`config.mk`:
```
export PLATFORM = sky130hd
export DESIGN_NAME = gsc_front
export DESIGN_NICKNAME = d
export VERILOG_FILES = /design/src/rtl/gsc_pkg.sv /design/src/rtl/gsc_front.sv
export SDC_FILE = /design/constraint.sdc
export NUM_CORES = 1
export LEC_CHECK = 0
export ABC_AREA = 1
export BUFFER_PORTS_ARGS = -buffer_cell sky130_fd_sc_hd__buf_2
export CAP_MARGIN = 10
export CORE_MARGIN = 2
export CORE_UTILIZATION = 49
export CTS_CLUSTER_SIZE = 16
export DETAILED_ROUTE_END_ITERATION = 6
export PLACE_DENSITY_LB_ADDON = 0.15
export SYNTH_ARGS = -nofsm -noshare
export SYNTH_HDL_FRONTEND = slang
export SYNTH_SLANG_ARGS = --single-unit
export TNS_END_PERCENT = 50
```
`constraint.sdc`:
```
create_clock -name clk -period 5.87 [get_ports clk]
set_clock_uncertainty 0.15 [all_clocks]
set_input_delay 0 -clock clk [delete_from_list [all_inputs] [get_ports clk]]
set_output_delay 0 -clock clk [all_outputs]
set_load 0.05 [all_outputs]
```
`src/rtl/gsc_pkg.sv`:
```
// Types and constants shared by the GGA sentence checker modules.
package gsc_pkg;

  typedef struct packed {
    logic       func;
    logic [7:0] data_byte;
  } in_item_t;

  typedef struct packed {
    logic [1:0]  status;
    logic [7:0]  computed_checksum;
    logic [7:0]  received_checksum;
    logic [9:0]  sentence_start;
    logic [6:0]  sentence_length;
    logic [7:0]  hours;
    logic [5:0]  minutes;
    logic [5:0]  seconds;
    logic [21:0] file_number;
  } out_item_t;

  // Window summary handed from the byte parser to the clock unit.
  typedef struct packed {
    logic [1:0] status;
    logic [7:0] comp;
    logic [7:0] recv;
    logic [9:0] start;
    logic [6:0] len;
    logic [6:0] cap_h;
    logic [6:0] cap_m;
    logic [6:0] cap_s;
  } summary_t;

  typedef struct packed {
    logic [9:0] min_window;
    logic [9:0] max_window;
    logic [6:0] min_len;
    logic [6:0] max_len;
  } win_cfg_t;

  localparam logic       FUNC_BYTE = 1'b0;
  localparam logic       FUNC_TICK = 1'b1;

  localparam logic [1:0] ST_GOOD     = 2'd0;
  localparam logic [1:0] ST_MISMATCH = 2'd1;
  localparam logic [1:0] ST_NONE     = 2'd2;

  localparam logic [2:0] REG_TZ         = 3'd0;
  localparam logic [2:0] REG_MIN_WINDOW = 3'd1;
  localparam logic [2:0] REG_MAX_WINDOW = 3'd2;
  localparam logic [2:0] REG_MIN_LEN    = 3'd3;
  localparam logic [2:0] REG_MAX_LEN    = 3'd4;

  localparam logic [4:0] TZ_RESET         = 5'd3;
  localparam logic [9:0] MIN_WINDOW_RESET = 10'd160;
  localparam logic [9:0] MAX_WINDOW_RESET = 10'd630;
  localparam logic [6:0] MIN_LEN_RESET    = 7'd33;
  localparam logic [6:0] MAX_LEN_RESET    = 7'd99;

  localparam logic [9:0] WINDOW_LIMIT = 10'd1023;
  localparam logic [6:0] TIME_MARK    = 7'd127;
  localparam logic [6:0] BODY_MAX     = 7'd127;
  localparam logic [6:0] BODY_REJECT  = 7'd123;
  localparam logic [6:0] HDR_LEN      = 7'd7;

  localparam logic [7:0] CH_DOLLAR = 8'h24;
  localparam logic [7:0] CH_STAR   = 8'h2A;
  localparam logic [7:0] CH_ZERO   = 8'h30;
  localparam logic [7:0] CH_UA     = 8'h41;
  localparam logic [7:0] CH_LA     = 8'h61;

  // XOR of "GPGGA," (header minus the dollar)
  localparam logic [7:0] HDR_XOR = 8'h47 ^ 8'h50 ^ 8'h47 ^ 8'h47 ^ 8'h41 ^ 8'h2C;

  localparam int QUEUE_DEPTH = 2;

  function automatic logic [7:0] hdr_char(input logic [2:0] idx);
    logic [7:0] c;
    case (idx)
      3'd0:    c = CH_DOLLAR;
      3'd1:    c = 8'h47;
      3'd2:    c = 8'h50;
      3'd3:    c = 8'h47;
      3'd4:    c = 8'h47;
      3'd5:    c = 8'h41;
      3'd6:    c = 8'h2C;
      default: c = 8'h00;
    endcase
    return c;
  endfunction

endpackage

```
`src/rtl/gsc_front.sv`:
```
// Byte parser: window counting, header match, XOR, hex digits and time capture.
module gsc_front (
  input  logic              clk,
  input  logic              rst_n,
  input  gsc_pkg::win_cfg_t cfg,
  input  logic              in_valid,
  output logic              in_ready,
  input  gsc_pkg::in_item_t in_data,
  input  logic              q_full,
  output logic              push,
  output gsc_pkg::summary_t push_data
);

  localparam logic [1:0] PH_SEARCH = 2'd0;
  localparam logic [1:0] PH_BODY   = 2'd1;
  localparam logic [1:0] PH_HEX    = 2'd2;
  localparam logic [1:0] PH_REJECT = 2'd3;

  logic [2:0] mp_r, mp_nxt;
  logic [1:0] phase_r, phase_nxt;
  logic [9:0] cnt_r, cnt_nxt;
  logic [9:0] start_r, start_nxt;
  logic [6:0] body_r, body_nxt;
  logic [7:0] xor_r, xor_nxt;
  logic [7:0] hex_r, hex_nxt;
  logic [1:0] hexn_r, hexn_nxt;
  logic       hexbad_r, hexbad_nxt;
  logic [6:0] caph_r, caph_nxt;
  logic [6:0] capm_r, capm_nxt;
  logic [6:0] caps_r, caps_nxt;

  logic       take, closing;

  assign in_ready = !q_full;
  assign take     = in_valid && in_ready;

  function automatic logic [6:0] capture(input logic [6:0] field, input logic first,
                                         input logic [7:0] b);
    logic       dig;
    logic [6:0] d;
    logic [6:0] r;
    dig = (b inside {[8'h30:8'h39]});
    d   = 7'(b - gsc_pkg::CH_ZERO);
    r   = field;
    if (first) begin
      r = dig ? d : gsc_pkg::TIME_MARK;
    end else if (field != gsc_pkg::TIME_MARK && dig) begin
      // field is a single digit here, so the result stays below 100
      r = 7'(field * 7'd10) + d;
    end
    return r;
  endfunction

  always_comb begin
    logic [7:0] b;
    logic [2:0] mpi;
    logic [7:0] len_w;
    logic [3:0] nib;
    logic       ok;

    mp_nxt     = mp_r;
    phase_nxt  = phase_r;
    cnt_nxt    = cnt_r;
    start_nxt  = start_r;
    body_nxt   = body_r;
    xor_nxt    = xor_r;
    hex_nxt    = hex_r;
    hexn_nxt   = hexn_r;
    hexbad_nxt = hexbad_r;
    caph_nxt   = caph_r;
    capm_nxt   = capm_r;
    caps_nxt   = caps_r;
    b          = in_data.data_byte;
    mpi        = (mp_r > 3'd6) ? 3'd0 : mp_r;
    len_w      = {1'b0, body_r} + 8'd5;
    nib        = 4'd0;
    ok         = 1'b0;
    push       = 1'b0;
    push_data  = '0;
    closing    = 1'b0;

    if (take && in_data.func == gsc_pkg::FUNC_BYTE) begin
      case (phase_r)
        PH_SEARCH: begin
          if (b == gsc_pkg::hdr_char(mpi)) begin
            if (mpi == 3'd6) begin
              xor_nxt   = gsc_pkg::HDR_XOR;
              start_nxt = cnt_r - 10'd6;
              body_nxt  = gsc_pkg::HDR_LEN;
              mp_nxt    = 3'd0;
              phase_nxt = PH_BODY;
            end else begin
              mp_nxt = mpi + 3'd1;
            end
          end else begin
            mp_nxt = (b == gsc_pkg::CH_DOLLAR) ? 3'd1 : 3'd0;
          end
        end
        PH_BODY: begin
          if (b == gsc_pkg::CH_STAR) begin
            if (body_r >= gsc_pkg::BODY_REJECT || len_w < {1'b0, cfg.min_len} ||
                len_w > {1'b0, cfg.max_len}) begin
              phase_nxt = PH_REJECT;
            end else begin
              phase_nxt = PH_HEX;
            end
          end else begin
            // hhmmss sits at sentence offsets 7 to 12
            case (body_r)
              7'd7:    caph_nxt = capture(caph_r, 1'b1, b);
              7'd8:    caph_nxt = capture(caph_r, 1'b0, b);
              7'd9:    capm_nxt = capture(capm_r, 1'b1, b);
              7'd10:   capm_nxt = capture(capm_r, 1'b0, b);
              7'd11:   caps_nxt = capture(caps_r, 1'b1, b);
              7'd12:   caps_nxt = capture(caps_r, 1'b0, b);
              default: ;
            endcase
            xor_nxt = xor_r ^ b;
            if (body_r < gsc_pkg::BODY_MAX) begin
              body_nxt = body_r + 7'd1;
            end
          end
        end
        PH_HEX: begin
          if (hexn_r < 2'd2) begin
            if (b inside {[8'h30:8'h39]}) begin
              nib = 4'(b - gsc_pkg::CH_ZERO);
            end else if (b inside {[8'h41:8'h46]}) begin
              nib = 4'(b - gsc_pkg::CH_UA + 8'd10);
            end else if (b inside {[8'h61:8'h66]}) begin
              nib = 4'(b - gsc_pkg::CH_LA + 8'd10);
            end else begin
              hexbad_nxt = 1'b1;
            end
            hex_nxt  = {hex_r[3:0], nib};
            hexn_nxt = hexn_r + 2'd1;
          end
        end
        default: ;
      endcase
      cnt_nxt = cnt_r + 10'd1;
      closing = (cnt_nxt > cfg.max_window) || (cnt_nxt == gsc_pkg::WINDOW_LIMIT);
    end else if (take) begin
      closing = 1'b1;
    end

    if (closing) begin
      push_data.status = gsc_pkg::ST_NONE;
      if (phase_nxt == PH_HEX) begin
        ok               = (hexn_nxt == 2'd2) && !hexbad_nxt;
        push_data.comp   = xor_nxt;
        push_data.start  = start_nxt;
        push_data.len    = body_nxt + 7'd5;
        push_data.recv   = ok ? hex_nxt : 8'd0;
        push_data.status = (ok && hex_nxt == xor_nxt) ? gsc_pkg::ST_GOOD
                                                      : gsc_pkg::ST_MISMATCH;
      end
      push_data.cap_h = caph_nxt;
      push_data.cap_m = capm_nxt;
      push_data.cap_s = caps_nxt;
      push            = (cnt_nxt >= cfg.min_window);

      mp_nxt     = 3'd0;
      phase_nxt  = PH_SEARCH;
      cnt_nxt    = 10'd0;
      start_nxt  = 10'd0;
      body_nxt   = 7'd0;
      xor_nxt    = 8'd0;
      hex_nxt    = 8'd0;
      hexn_nxt   = 2'd0;
      hexbad_nxt = 1'b0;
      caph_nxt   = gsc_pkg::TIME_MARK;
      capm_nxt   = gsc_pkg::TIME_MARK;
      caps_nxt   = gsc_pkg::TIME_MARK;
    end
  end

  always_ff @(posedge clk) begin
    if (!rst_n) begin
      mp_r     <= 3'd0;
      phase_r  <= PH_SEARCH;
      cnt_r    <= 10'd0;
      start_r  <= 10'd0;
      body_r   <= 7'd0;
      xor_r    <= 8'd0;
      hex_r    <= 8'd0;
      hexn_r   <= 2'd0;
      hexbad_r <= 1'b0;
      caph_r   <= gsc_pkg::TIME_MARK;
      capm_r   <= gsc_pkg::TIME_MARK;
      caps_r   <= gsc_pkg::TIME_MARK;
    end else begin
      mp_r     <= mp_nxt;
      phase_r  <= phase_nxt;
      cnt_r    <= cnt_nxt;
      start_r  <= start_nxt;
      body_r   <= body_nxt;
      xor_r    <= xor_nxt;
      hex_r    <= hex_nxt;
      hexn_r   <= hexn_nxt;
      hexbad_r <= hexbad_nxt;
      caph_r   <= caph_nxt;
      capm_r   <= capm_nxt;
      caps_r   <= caps_nxt;
    end
  end

endmodule

```
**Word level (Yosys, flattened, before mapping)**

Index checks and enable logic that the tools add are counted.

- Equal/unequal tests: 24
- Reductions and logical operators: 20
- Add/sub/neg operators: 15
- Muxes and demuxes: 67
- Multiply operators: 3
- Bitwise logic cells: 3
- Order comparisons: 14

Operator list:

| cell | count |
|---|---|
| $mux 7 | 18 |
| $mux 8 | 10 |
| $mux 56 | 1 |
| $pmux 7 s2 | 4 |
| $mux 10 | 5 |
| $eq 7x4->1 const B | 5 |
| $mux 35 | 1 |
| $pmux 7 s5 | 1 |
| $add 7x7->7 | 3 |
| $mul 7x3->6 const B | 3 |
| $ne 7x7->1 const B | 3 |
| $eq 8x6->1 const B | 2 |
| $eq 8x8->1 | 2 |
| $ge 8x7->1 const B | 2 |
| $le 8x7->1 const B | 2 |
| $pmux 8 s2 | 1 |
| $mux 2 | 7 |
| $mux 1 | 12 |
| $mux 4 | 3 |
| $add 10x1->10 const B | 1 |
| $eq 10x10->1 const B | 1 |
| $ge 10x10->1 | 1 |
| $gt 10x10->1 | 1 |
| $logic_and 1x1->1 | 10 |
| other kinds (34) | 47 |

- Input port bits: 47
- Logic and storage cells: 158
- Output and inout bits: 58
- Flip-flop bits (word level): 72

**Longest topological paths before layout**

Gate-level depths: netlist (run 1).

- Word-level depth: 16
- Depth in mapped cells: 23
- Mapped depth without buffers: 23

**Worst setup path after synthesis (run 1)**

OpenSTA, ideal clock, no wires.

- Path type: register to output
- From: register cnt_r[1]
- To: output push
- Setup slack: 2.567 ns
- Required time: 5.720 ns
- Cell stages (with the launch flop): 17
- Data arrival time: 3.153 ns
- Cell sequence: dfxtp_1 ha_1 nand2_1 nor3_2 nand3_1 xor2_1 inv_1 ha_1 nand4_1 nor3_1 o21ai_0 o211ai_1 a21oi_1 nand2_1 nand2_2 clkbuf_1 a31oi_1

- Word-level cells in the longest chain between the ends: 5

Ends and longest elaborated chain:

| what | RTL line | text |
|---|---|---|
| from (decl) | gsc_front.sv:21 | `logic [9:0] cnt_r, cnt_nxt;` |
| from (signal assigned) | gsc_front.sv:195 | `cnt_r <= cnt_nxt;` |
| $add 10x1->10 | gsc_front.sv:141 | `cnt_nxt = cnt_r + 10'd1;` |
| $gt 10x10->1 or $eq 10x10->1 (tied branches) | gsc_front.sv:142 | `closing = (cnt_nxt > cfg.max_window) \|\| (cnt_nxt == gsc_pkg::WINDOW_LIMIT);` |
| $logic_or 1x1->1 | gsc_front.sv:142 |  |
| $mux 1 | gsc_front.sv:82 | `if (take && in_data.func == gsc_pkg::FUNC_BYTE) begin` |
| $mux 1 (*) | gsc_front.sv:147 | `if (closing) begin` |
| to (decl) | gsc_front.sv:10 | `output logic push,` |

Every way passes the cells marked *; elsewhere a longest branch is shown, timed or not.

==> summary.txt, run 1 <==
Layout
  • Syn-to-layout area delta: 13.3%
  • Final design utilization: 56.2%
  • Design Area, Final: 8110 um^2
  • Layout Nets: around 1300
  • Fin cells: around 1400
  • N_diodes: 0
  • Layout cell share with drive strength beyond 1: between 10% and 20%

Clock network
  • Total clock sinks: a little over 70
  • Setup Buffers After CTS: 0
  • CTS max path bufs: 2
  • TritonCTS clock tree: done
  • Num CTS Buffers: 9
  • CTS root buf: clkbuf_16
  • Worst skew pair latency: about 0.34 ns
  • Worst-path clk slew: about 0.060 ns
  • CTS H-tree lvls: 3

Critical path
  • Worst Setup Start Kind: flop
  • CP Max Fanout: 33
  • CP Class: flop to output port
  • CP endpoint kind: output port
  • Slowest cell on the critical path: dfxtp_1
  • Data required, critical path: 5.72 ns
  • Crit-path cells: ha_1 -> nand2_1 -> nor3_2 -> nand3_1 -> xor2_1 -> inv_1 -> ha_1 -> nand4_1 -> nor3_1 -> o21ai_0 -> o211ai_1 -> a21oi_1 -> nand2_1 -> nand2_2 -> nor2_4 -> inv_2 -> a21oi_1 -> buf_2
  • CP max stage delay: 0.42 ns
  • WP data arrival: roughly 4.2 ns

Placement
  • PortBufs: ~100
  • Setup WS pre-CTS: 1.93 ns
  • Inst Count DP: 1363
  • Placed Area: between 7000 and 8000 um^2
  • Detailed placer's ending HPWL: between 15000 and 20000 um
  • Routability congestion estimate: between 0.9 and 1

Status
  • Status: finished, final reports clean

Floorplanning
  • I/O Pins: between 100 and 150
  • Initial Utilization: approximately half
  • Die height: 125 um
  • Die Wd: around 120 um
  • Die ar.: ~16000 um^2
  • # rows: between 40 and 50
  • Placeable Area: around 14000 um^2

Global route
  • Pin count of the biggest net entering global routing: 43
  • Global-route wire length before repair: between 30000 and 40000 um
  • Vias in the first global route: approximately 6600
  • Congestion Overflow GR: 0
  • Initial antenna violation count: 0
  • GRT Overall Usage: between 20% and 30%

STA
  • Slew Viols, Final: 0
  • Tightest Pin Transition: ~0.94 ns
  • Final setup TNS: 0 ns
  • Worst Setup Slack, final: ~1.5 ns
  • Finish-stage setup viols: 0
  • Minimum clock period: 4.35 ns
  • Hold Fails Final Rpt: 0
  • Tcrit/Tclk final: 74.0%
  • Fmax: 230 MHz
  • Relative slew slack: roughly 36%
  • RSZ-0062 raised after global routing: no

Detailed routing
  • Routed WL: a little under 20000 um
  • Vias per inst: 5.18
  • Post-route DRC violation count: 0
  • Iter 0 DRT Violations: 496
  • Via count of the routed design: between 7000 and 8000
  • Antenna viol nets, final: 0
  • First-pass DRT Iterations: 7
  • Drt wl/cell: between 10 and 15 um

Yosys
  • Post-synth EDFFs: 0
  • Syn avg cell area: around 6.5 um^2
  • Synth Flop Type: dfxtp_1
  • Syn Nets: roughly 1200
  • #FFs+latches synth: a little over 70
  • Seq/Total Area, Yosys: 20.1%
  • Share of flip-flops with an asynchronous set or reset: 0%
  • Synth warn: 0
  • Synth Cell Area: approximately 7000 um^2
  • Netlist cell types: 56
  • Post-Synthesis Cells: about 1100

Pwr
  • Leakage: 4.29 nW
  • Worst VDD drop: 0.000162 V
  • Cell area power density: 161 nW/um^2

Hold path
  • Worst hold path class: primary input to flop

Run
  • Max_cap viols: 0
where the power goes:
part | switching (mW) | internal (mW) | leakage [nW]
Sequential | 0.00555 | 0.493 | 0.582
Clock | 0.220 | 0.364 | 0.155
Combinational | 0.150 | 0.0741 | 3.55
Total | 0.375 | 0.931 | 4.29
worst paths after layout:
check             startpoint             to  slack [ns]  cells past startpoint
setup / recovery    cnt_r[1]  push_data[23]        1.52                     18
hold / removal    in_data[8]       cnt_r[0]        0.05                      4
setup reg to reg    cnt_r[1]      caph_r[1]        1.86                     16
hold reg to reg     hexbad_r       hexbad_r        0.31                      2
state kept, by name, indices dropped and copies added (netlist names):
name,flops
body_r,7
caph_r,7
capm_r,7
caps_r,7
cnt_r,10
hex_r,8
hexbad_r,1
hexn_r,2
mp_r,3
phase_r,2
start_r,10
xor_r,8
cell usage after synthesis (6+ instances only):
library cell | number | area share (%)
a21oi_1 | 45 | 3.1
and3_1 | 9 | 0.79
buf_2 | 12 | 0.84
clkbuf_1 | 6 | 0.31
dfxtp_1 | 72 | 20
fa_1 | 6 | 1.7
ha_1 | 77 | 13
inv_1 | 156 | 8.2
inv_2 | 10 | 0.52
mux2i_1 | 8 | 1.1
nand2_1 | 250 | 13
nand2_2 | 9 | 0.79
nand3_1 | 57 | 4.0
nand4_1 | 12 | 1.0
nor2_1 | 149 | 7.8
nor2_2 | 10 | 0.87
nor2_4 | 6 | 0.94
nor3_1 | 7 | 0.49
o211ai_1 | 12 | 1.3
o21ai_0 | 62 | 4.3
or2_2 | 10 | 0.87
xnor2_1 | 15 | 1.8
xor2_1 | 22 | 2.7
critical path: cells and delay by family, from the launching register on:
kind	cells	cell delay (ns)
xor gates and xnor gates	1	0.19
AOI/OAI and AO/OA	4	0.55
buffers and inverters	3	0.58
and+or+nand+nor	8	1.59
DFF	1	0.42
adders and majority gates	2	0.54
kinds of logic (layout without fill, tap and decap cells):
family | Yosys count | in the layout | share of synthesized area (%)
AO/OA/AOI/OAI | 159 | 159 | 12.9
XOR/XNOR | 38 | 38 | 4.75
adder cells (fa/ha/maj) | 83 | 83 | 15.1
buffers and inverters | 191 | 288 | 10.6
flip-flops | 72 | 72 | 20.1
multiplexers | 10 | 10 | 1.43
AND/OR/NAND/NOR | 546 | 546 | 35.0
layer usage:
layer / share of wire [%] / up-vias / routed length [um] / track usage (%)
met5: 0 / - / 0 / 0
met4: 1.9 / 0 / 366 / 9.22
met3: 5.2 / 25 / 1030 / 3.82
met2: 45 / 188 / 8950 / 41.8
met1: 48 / 3209 / 9370 / 33.9
li1: - / 3730 / - / -
through the flow:
stage          total power [mW]  hold slack (ns)
3_3_place_gp              0.729            0.156
2_1_floorplan             0.667          -0.0580
5_1_grt                    1.36           0.0750
6_report                   1.31           0.0467
3_5_place_dp              0.732            0.158
4_1_cts                    1.31           0.0363
cell type report:
| class | instances | area, um^2 |
|---|---|---|
| fill | 1512 | 6310 |
| multi-input combinational | 836 | 4960 |
| sequential | 72 | 1440 |
| inverter | 166 | 623 |
| timing repair buffer | 106 | 538 |
| clock buffer | 12 | 267 |
| tap | 184 | 230 |
| clock inverter | 4 | 51.3 |
what timing repair did:
action,in CTS,in global routing
resized for setup,0,0
hold endpoints to repair,9,0
hold buffers,1,0
cells in the final DEF (no fill, tap or decap), drive strengths merged, types with 4 or more instances in the layout:
| cell | netlist | routed |
|---|---|---|
| nand2 | 263 | 263 |
| nor2 | 167 | 167 |
| inv | 166 | 166 |
| buf | 17 | 105 |
| ha | 77 | 77 |
| dfxtp | 72 | 72 |
| o21ai | 71 | 71 |
| nand3 | 63 | 63 |
| a21oi | 47 | 47 |
| xor2 | 23 | 23 |
| xnor2 | 15 | 15 |
| nand4 | 14 | 14 |
| o211ai | 12 | 12 |
| clkbuf | 8 | 12 |
| nor3 | 12 | 12 |
| or2 | 11 | 11 |
| and3 | 9 | 9 |
| mux2i | 8 | 8 |
| fa | 6 | 6 |
| o22ai | 5 | 5 |
| o21a | 4 | 4 |
No activity file was read; power rests on OpenSTA's default activity.
==> run 2: changes to the inputs <==
==> constraint.sdc (replaced) <==
create_clock -name clk -period 3.97 [get_ports clk]
set_clock_uncertainty 0.15 [all_clocks]
set_input_delay 0 -clock clk [delete_from_list [all_inputs] [get_ports clk]]
set_output_delay 0 -clock clk [all_outputs]
set_load 0.05 [all_outputs]
==> run 2 against run 1 <==
Non-clock buffer count increased by 6. Final area increased by 1.1%. Largest cell class unchanged. Highest routed layer unchanged. Worst hold slack got worse by 0.011 ns. Setup slack got worse by 1.2 ns. Global-route usage about the same. Power increased by 50%. First-iteration DRC count increased by 5.0%. Count of clock-buffer cells in the layout decreased by 1. Via count increased by 1.2%.
==> summary.txt, run 2 (synthesis gave the netlist of run 1 again) <==
Layout
  • Layout Nets: ~1300
  • Design Area, Final: 8200 um^2
  • Largest regs: cnt_r: 10 flops, start_r: 10 flops
  • Syn-to-layout area delta: 14.5%
  • Most frequent cells in the layout: nand2_1 (249), inv_1 (156), nor2_1 (149), buf_2 (92), ha_1 (77)
  • N_diodes: 0
  • Storage element area: roughly 1400 um^2
  • Area of the multi-input gates: between 4000 and 5000 um^2
  • Layout cell share with drive strength beyond 1: around 17%
  • Most common cell after layout, fill and taps aside: nand2_1
  • Fillers: between 1000 and 1500

Pwr
  • Leakage: 4.31 nW
  • Cell internal pwr: approximately 1.4 mW
  • Clock power frac: between 40 and 50%
  • Switching Share: 30.2%
  • Power share of the combinational group: roughly 17%
  • Worst VDD drop: ~0.00034 V
  • Cell area power density: 238 nW/um^2
  • Total power: 1.96 mW
  • Switch Pwr: 0.589 mW
  • Sequential fraction of design power: 37.7%

Floorplanning
  • # rows: between 40 and 50
  • Placeable Area: ~14000 um^2
  • Die Wd: 125 um
  • Die ar.: approximately 16000 um^2
  • Initial Utilization: 49.6%
  • Die height: ~120 um
  • I/O Pins: 105

STA
  • Worst Setup Slack, final: between 0.3 and 0.4 ns
  • Finish-stage setup viols: 0
  • Slew Viols, Final: 0
  • Fmax: ~270 MHz
  • Hold Fails Final Rpt: 0
  • RSZ-0062 raised after global routing: no
  • Hold slack: 0.0356 ns
  • Tcrit/Tclk final: 92.0%
  • Tightest Pin Transition: around 0.90 ns
  • Minimum clock period: approximately 3.7 ns
  • Relative slew slack: 39.6%
  • Final setup TNS: 0 ns

Detailed routing
  • Vias per inst: between 5 and 6
  • Routed WL: just under 20000 um
  • Iter 0 DRT Violations: 521
  • Via count of the routed design: a little over 7000
  • Antenna viol nets, final: 0
  • Drt wl/cell: 14.3 um
  • First-pass DRT Iterations: 5
  • Post-route DRC violation count: 0

Clock network
  • CTS H-tree lvls: 3
  • Worst skew pair latency: about 0.36 ns
  • TritonCTS clock tree: done
  • Num CTS Buffers: 9
  • CTS max path bufs: 2
  • Setup Buffers After CTS: 0
  • CTS root buf: clkbuf_16
  • Worst-path clk slew: ~0.06 ns
  • Total clock sinks: ~70

Critical path
  • Slowest cell on the critical path: dfxtp_1
  • CP max stage delay: 0.40 ns
  • R2r setup slk: 0.53 ns
  • Crit-path cells: ha_1 -> nand2_1 -> nor3_2 -> xor2_1 -> inv_1 -> ha_1 -> nand4_1 -> nor3_2 -> o21ai_0 -> o211ai_1 -> a21oi_1 -> nand2_1 -> nand2_2 -> nor2_4 -> inv_4 -> nor2_1 -> buf_2
  • Worst Setup Start Kind: flop
  • CP endpoint kind: output port
  • CP Class: flop to output port
  • WP buf/inv: 3
  • CP delay by family, top: simple AND/OR/NAND/NOR gates
  • Data required, critical path: between 3 and 4 ns
  • CP Max Fanout: 24
  • WP data arrival: ~3.5 ns

Placement
  • Detailed placer's ending HPWL: roughly 15000 um
  • Placed Area: 7830 um^2
  • Routability congestion estimate: roughly 0.90
  • PortBufs: 104
  • Setup WS pre-CTS: around 0.52 ns

Status
  • Status: finished, final reports clean

Global route
  • Congestion Overflow GR: 0
  • Pin count of the biggest net entering global routing: 31
  • Global-route wire length before repair: 32600 um
  • GRT Overall Usage: about a quarter
  • Vias in the first global route: slightly below 7000
  • Initial antenna violation count: 0

Run
  • Max_cap viols: 0

Hold path
  • Worst hold path class: primary input to flop
-- run 2: area by class of cell --
class / instances / share of cell area, %
Tap cell: 184 / 2.81
Sequential cell: 72 / 17.6
Multi-Input combinational cell: 836 / 60.6
Clock buffer: 11 / 3.08
Inverter: 166 / 7.63
Timing Repair Buffer: 112 / 7.52
Clock inverter: 5 / 0.778
-- run 2: power groups by stage --
stage | combinational, mW | sequential, mW | clock (mW)
finish | 0.335 | 0.737 | 0.883
global route | 0.375 | 0.738 | 0.922
CTS | 0.335 | 0.736 | 0.890
detailed placement | 0.331 | 0.753 | 0
global placement | 0.329 | 0.752 | 0
floorplan | 0.236 | 0.750 | 0
-- run 2: tightest hold or removal path, cell delays in order --
cell and delay, ns:
buf_2 0.12, nor2_4 0.10, xor2_1 0.18, nor2_1 0.10
-- run 2: worst paths after layout --
check,startpoint,to,cells after the start
max,cnt_r[2],push_data[27],17
min,in_data[8],cnt_r[0],4
max reg2reg,cnt_r[2],caph_r[5],17
min reg2reg,hexbad_r,hexbad_r,2
-- run 2: repair_timing --
action,4_1_cts,5_1_grt
hold buffers,1,0
resized for setup,0,19
endpoints found under the hold margin,9,0
endpoints found under the setup margin,0,53
-- run 2: routing by layer --
layer	vias to the layer above	global-route usage (%)	routed length, um	part of all wire, %
li1	3735	-	-	-
met3	19	4.60	1080	5.5
met1	3279	34.1	9310	47
met4	0	5.36	212	1.1
met5	-	0	0	0
met2	202	42.9	9220	47
-- run 2: per-stage QoR --
| stage | util [%] | instances |
|---|---|---|
| final | 56.8 | 1386 |
| after global routing | 56.8 | 1386 |
| after CTS | 56.5 | 1386 |
| after detailed placement | 54.3 | 1369 |
| after global placement | 54.3 | 1369 |
| after floorplan | - | 1099 |
